**src/hdl/sckv_pkg.sv**
```systemverilog
package sckv_pkg;

  localparam int TABLE_DEPTH = 256;
  localparam int ADDR_W      = $clog2(TABLE_DEPTH);
  localparam int CNT_W       = $clog2(TABLE_DEPTH + 1);
  localparam int COUNT_W     = 9;

  localparam logic [CNT_W-1:0] DEPTH_CNT = CNT_W'(TABLE_DEPTH);

  typedef enum logic [1:0] {
    CMD_GET    = 2'd0,
    CMD_PUT    = 2'd1,
    CMD_REMOVE = 2'd2
  } command_t;

  typedef enum logic [1:0] {
    STAT_OK           = 2'd0,
    STAT_NOT_FOUND    = 2'd1,
    STAT_OUT_OF_RANGE = 2'd2,
    STAT_FULL         = 2'd3
  } status_t;

  typedef struct packed {
    command_t           command;
    logic signed [31:0] pos_x;
    logic signed [31:0] pos_y;
    logic signed [31:0] pos_z;
    logic [7:0]         new_value;
  } request_t;

  typedef struct packed {
    status_t            status;
    logic [7:0]         stored_value;
    logic [COUNT_W-1:0] entry_count;
  } response_t;

  typedef struct packed {
    logic [15:0] x;
    logic [7:0]  y;
    logic [15:0] z;
    logic [7:0]  value;
  } entry_t;

  typedef enum logic [3:0] {
    S_IDLE,
    S_CHECK,
    S_SRCH,
    S_SRCH_CMP,
    S_HIT_CMP,
    S_DECIDE,
    S_SHIFT_UP,
    S_PLACE,
    S_SHIFT_DN,
    S_DONE
  } state_t;

  typedef struct packed {
    logic    accept;
    logic    srch_mid;
    logic    srch_lo;
    logic    cmp_step;
    logic    hit_chk;
    logic    res_load;
    status_t res_status;
    logic    res_use_value;
    logic    overwrite;
    logic    shift_up_init;
    logic    shift_dn_init;
    logic    shift_up;
    logic    shift_dn;
    logic    place;
    logic    shrink;
    logic    out_load;
  } dp_cmd_t;

  typedef struct packed {
    command_t command;
    logic     cmd_known;
    logic     in_range;
    logic     lo_lt_hi;
    logic     lo_lt_occ;
    logic     hit;
    logic     full;
    logic     up_more;
    logic     dn_more;
    logic     out_busy;
  } dp_status_t;

endpackage

```
**src/hdl/sckv_ctrl.sv**
```systemverilog
module sckv_ctrl (
  input  logic                 clk,
  input  logic                 rst,
  input  logic                 req_valid,
  output logic                 req_stall,
  input  sckv_pkg::dp_status_t sts,
  output sckv_pkg::dp_cmd_t    cmd
);
  import sckv_pkg::*;

  state_t state;
  state_t state_next;

  always_ff @(posedge clk) begin
    if (rst) begin
      state <= S_IDLE;
    end else begin
      state <= state_next;
    end
  end

  always_comb begin
    state_next = state;
    case (state)
      S_IDLE: begin
        if (req_valid) state_next = S_CHECK;
      end
      S_CHECK: begin
        if (!sts.cmd_known || (sts.command == CMD_PUT && !sts.in_range)) begin
          state_next = S_DONE;
        end else begin
          state_next = S_SRCH;
        end
      end
      S_SRCH: begin
        if (sts.lo_lt_hi) begin
          state_next = S_SRCH_CMP;
        end else if (sts.lo_lt_occ) begin
          state_next = S_HIT_CMP;
        end else begin
          state_next = S_DECIDE;
        end
      end
      S_SRCH_CMP: state_next = S_SRCH;
      S_HIT_CMP:  state_next = S_DECIDE;
      S_DECIDE: begin
        if (sts.command == CMD_PUT && !sts.hit && !sts.full) begin
          state_next = S_SHIFT_UP;
        end else if (sts.command == CMD_REMOVE && sts.hit) begin
          state_next = S_SHIFT_DN;
        end else begin
          state_next = S_DONE;
        end
      end
      S_SHIFT_UP: begin
        if (!sts.up_more) state_next = S_PLACE;
      end
      S_PLACE: state_next = S_DONE;
      S_SHIFT_DN: begin
        if (!sts.dn_more) state_next = S_DONE;
      end
      S_DONE: begin
        if (!sts.out_busy) state_next = S_IDLE;
      end
      default: state_next = S_IDLE;
    endcase
  end

  always_comb begin
    cmd       = '0;
    req_stall = (state != S_IDLE);
    case (state)
      S_IDLE: begin
        cmd.accept = req_valid;
      end
      S_CHECK: begin
        if (!sts.cmd_known) begin
          cmd.res_load   = 1'b1;
          cmd.res_status = STAT_NOT_FOUND;
        end else if (sts.command == CMD_PUT && !sts.in_range) begin
          cmd.res_load   = 1'b1;
          cmd.res_status = STAT_OUT_OF_RANGE;
        end
      end
      S_SRCH: begin
        if (sts.lo_lt_hi) begin
          cmd.srch_mid = 1'b1;
        end else if (sts.lo_lt_occ) begin
          cmd.srch_lo = 1'b1;
        end
      end
      S_SRCH_CMP: cmd.cmp_step = 1'b1;
      S_HIT_CMP:  cmd.hit_chk  = 1'b1;
      S_DECIDE: begin
        cmd.res_load   = 1'b1;
        cmd.res_status = STAT_NOT_FOUND;
        case (sts.command)
          CMD_GET: begin
            if (sts.hit) begin
              cmd.res_status    = STAT_OK;
              cmd.res_use_value = 1'b1;
            end
          end
          CMD_PUT: begin
            if (sts.hit) begin
              cmd.res_status = STAT_OK;
              cmd.overwrite  = 1'b1;
            end else if (sts.full) begin
              cmd.res_status = STAT_FULL;
            end else begin
              cmd.res_status    = STAT_OK;
              cmd.shift_up_init = 1'b1;
            end
          end
          CMD_REMOVE: begin
            if (sts.hit) begin
              cmd.res_status    = STAT_OK;
              cmd.shift_dn_init = 1'b1;
            end
          end
          default: cmd.res_status = STAT_NOT_FOUND;
        endcase
      end
      S_SHIFT_UP: cmd.shift_up = sts.up_more;
      S_PLACE:    cmd.place    = 1'b1;
      S_SHIFT_DN: begin
        cmd.shift_dn = sts.dn_more;
        cmd.shrink   = !sts.dn_more;
      end
      S_DONE: cmd.out_load = !sts.out_busy;
      default: cmd = '0;
    endcase
  end

endmodule

```
**config.mk**
```make
export PLATFORM = sky130hd
export DESIGN_NAME = sckv_ctrl
export DESIGN_NICKNAME = d
export VERILOG_FILES = /design/src/hdl/sckv_pkg.sv /design/src/hdl/sckv_ctrl.sv
export SDC_FILE = /design/constraint.sdc
export NUM_CORES = 1
export LEC_CHECK = 0
export CAP_MARGIN = 20
export CORE_AREA = 2 2 39 41
export CTS_CLUSTER_SIZE = 8
export DETAILED_ROUTE_END_ITERATION = 12
export DIE_AREA = 0 0 41 43
export DONT_BUFFER_PORTS = 1
export GPL_ROUTABILITY_DRIVEN = 1
export GPL_TIMING_DRIVEN = 0
export PLACE_DENSITY = 0.64
export SYNTH_ARGS = -nofsm -noshare
export SYNTH_HDL_FRONTEND = slang
export SYNTH_SLANG_ARGS = --single-unit
```
**constraint.sdc**
```tcl
create_clock -name clk -period 4.45 [get_ports clk]
set_input_delay 0.89 -clock clk [delete_from_list [all_inputs] [get_ports clk]]
set_output_delay 0.89 -clock clk [all_outputs]
set_load 0.01 [all_outputs]
```
==> qor.txt <==
status - complete, no violations
unrepaired setup endpoints after global routing - false
hold-fix buffer count after cts - 0
Top Registers - state: 4 flops
slowest cell on the critical path - or3b_2
final worst-path cycle share - 59.8%
Worst Setup Path Type - in2out
sequential cell area fraction in the yosys report - 14.6%
highest achievable clock rate - 376 MHz
area taken by flip-flops and latches - 80.1 µm²
Setup Fix Bufs, Post-CTS - 0
most instantiated flip-flop cell in the synthesis netlist - dfxtp_1
pin count of the biggest net entering global routing - 11
combined area of the multi-input logic cells - 427 µm²
floorplan row count - 14
required time of the worst setup path - 3.56 ns
H-tree depth reported by CTS - 1
post-synth design cell area - 549 µm²
input/output buffers - 0
cell type with the highest aggregate area in the netlist - dfxtp_1
clock transition at the register clock pins on the worst setup and hold paths after CTS - 0.04 ns
synthesis-to-layout area growth - 7.74%
Relative slew margins - 60.7%
GP Congestion - 0.689
Worst setup SP type - input port
diode insertion count for antenna repair - 0
register with the highest flop count - state
biggest cell delay along the critical path - 0.52 ns
overall die area - 1760 µm²
count of instances resized after the clock tree is built - 0
CTS buffer count - 3
distinct cell type count after synthesis - 38
antenna violations before repair - 0
data arrival time at the worst-slack endpoint - 1.77 ns
Die Ht - 43 µm
Largest register FFs - 4
clk_skew - 0.000538 ns
count of maximum capacitance violations - 0
minimum setup slack after placement - 1.80 ns
instance count of the mapped netlist - 76
Final Critical Period - 2.66 ns
Setup TNS Final - 0 ns
post-synthesis net count - 90
Bufs on Longest Clock Path - 2
number of nets in the layout - 95
CP Max Fanout - 6
Post-DP HPWL - 1100 µm
Die X - 41 µm
starting density of the core - 39.7%
share of final-layout standard cells stronger than drive strength 1 - 19.0%
post-route DRC violation count - 0
number of warnings issued by yosys - 0
Worst Setup Slack, final - 1.79 ns
Slew Limit Fails - 0
clk_lat worst skew - 0.23 ns
final hold violation count - 0
PwrDens - 450 nW/µm²
violation count after the first detailed-route iteration - 13
worst voltage drop across the vdd grid - 177 µV
Clock Tree Root - clkbuf_4
CTS tree - built
ranking of synthesized cells by area - dfxtp_1 15%, nor2_1 7.5%, nor2b_1 4.6%
total via count after detailed routing - 587
Min-Delay Path Class - in2reg
placeable core region - 1380 µm²
filler cell count - 152
wire length per cell - 14.9 µm
Slew @ Worst Pin - 0.581 ns
share of the synthesized area in the top cell type - 14.6%
fraction of synthesis flops using an asynchronous set or reset pin - 0%
I/O pin count - 32
CP endpoint kind - output port
Avg Synthesized Cell Area - 7.23 µm²
Buffers & Inverters on Critical Path - 0
static leakage power - 0.233 nW
via density per instance - 6.18
Crit path max-delay family - simple AND/OR/NAND/NOR gates
first-pass GRT wire length - 2130 µm
wirelength, routed - 1420 µm
crit-path cells - or3b_2 > a21oi_4 > or2_2
most numerous cell in the Yosys netlist - nor2_1
post-synthesis register bit count - 4
total track usage - 17.4%
Sinks on Clock Net - 4
number of flops mapped to enable cells by yosys - 0
number of failing setup endpoints in the final timing report - 0
grt total ovfl - 0
vias in the first global route - 510
post-detailed-route count of antenna-violating nets - 0
number of search-and-repair iterations in the first detailed-routing pass - 4
placed cells by master, fill, tap and decap left out, types with 4 or more instances in the layout:
cell,instances
nor2_1,11
nand2_1,4
nor2b_1,4
buf_2,4
inv_1,4
nand3_1,4
dfxtp_1,4
worst register-to-register path: cells and delay by family (launching register included):
family          cells  cell delay (ns)
simple gates        3             0.65
compound gates      1             0.16
flops               1             0.43
buf+inv             1             0.15
worst paths after layout:
check        depth (start not counted)  slack [ns]                     to                  start
max                                  3        1.79                cmd[11]                sts[10]
min                                  1        0.73  state[2]$_SDFFE_PP0P_                    rst
max reg2reg                          5        2.99  state[1]$_SDFFE_PP0P_  state[0]$_SDFFE_PP0P_
min reg2reg                          3        0.74  state[3]$_SDFFE_PP0P_  state[3]$_SDFFE_PP0P_
cells by family after synthesis:
family,share of synthesized area (%)
simple gates,51.9
compound gates,25.7
buf+inv,7.74
flops,14.6
through the flow:
step	cells	utilization, %	hold slack, ns	total power [mW]	instance area (µm²)
6_report	95	42.8	0.727	0.266	592
4_1_cts	95	42.8	0.722	0.268	592
2_1_floorplan	76	-	0.657	0.192	549
3_5_place_dp	92	41.1	0.732	0.221	569
3_3_place_gp	92	41.1	0.726	0.220	569
5_1_grt	95	42.8	0.719	0.287	592
metal layers:
layer | wire length, µm | global-route usage (%) | vias up
li1 | - | - | 292
met1 | 613 | 22.3 | 269
met2 | 677 | 26.6 | 26
met3 | 123 | 3.66 | 0
met4 | 0 | 8.00 | 0
met5 | 0 | 0 | -
where the power goes:
| group | switching (mW) | internal (mW) |
|---|---|---|
| Combinational | 0.0979 | 0.0636 |
| Sequential | 0.0136 | 0.0459 |
| Clock | 0.0151 | 0.0302 |
area by class of cell:
| cell class | instances | share of cell area (%) |
|---|---|---|
| Multi-Input combinational cell | 63 | 72.1 |
| Inverter | 4 | 2.54 |
| Clock buffer | 3 | 3.81 |
| Tap cell | 16 | 3.38 |
| Buffer | 5 | 4.65 |
| Sequential cell | 4 | 13.5 |
(Power assumes the default switching activity.)
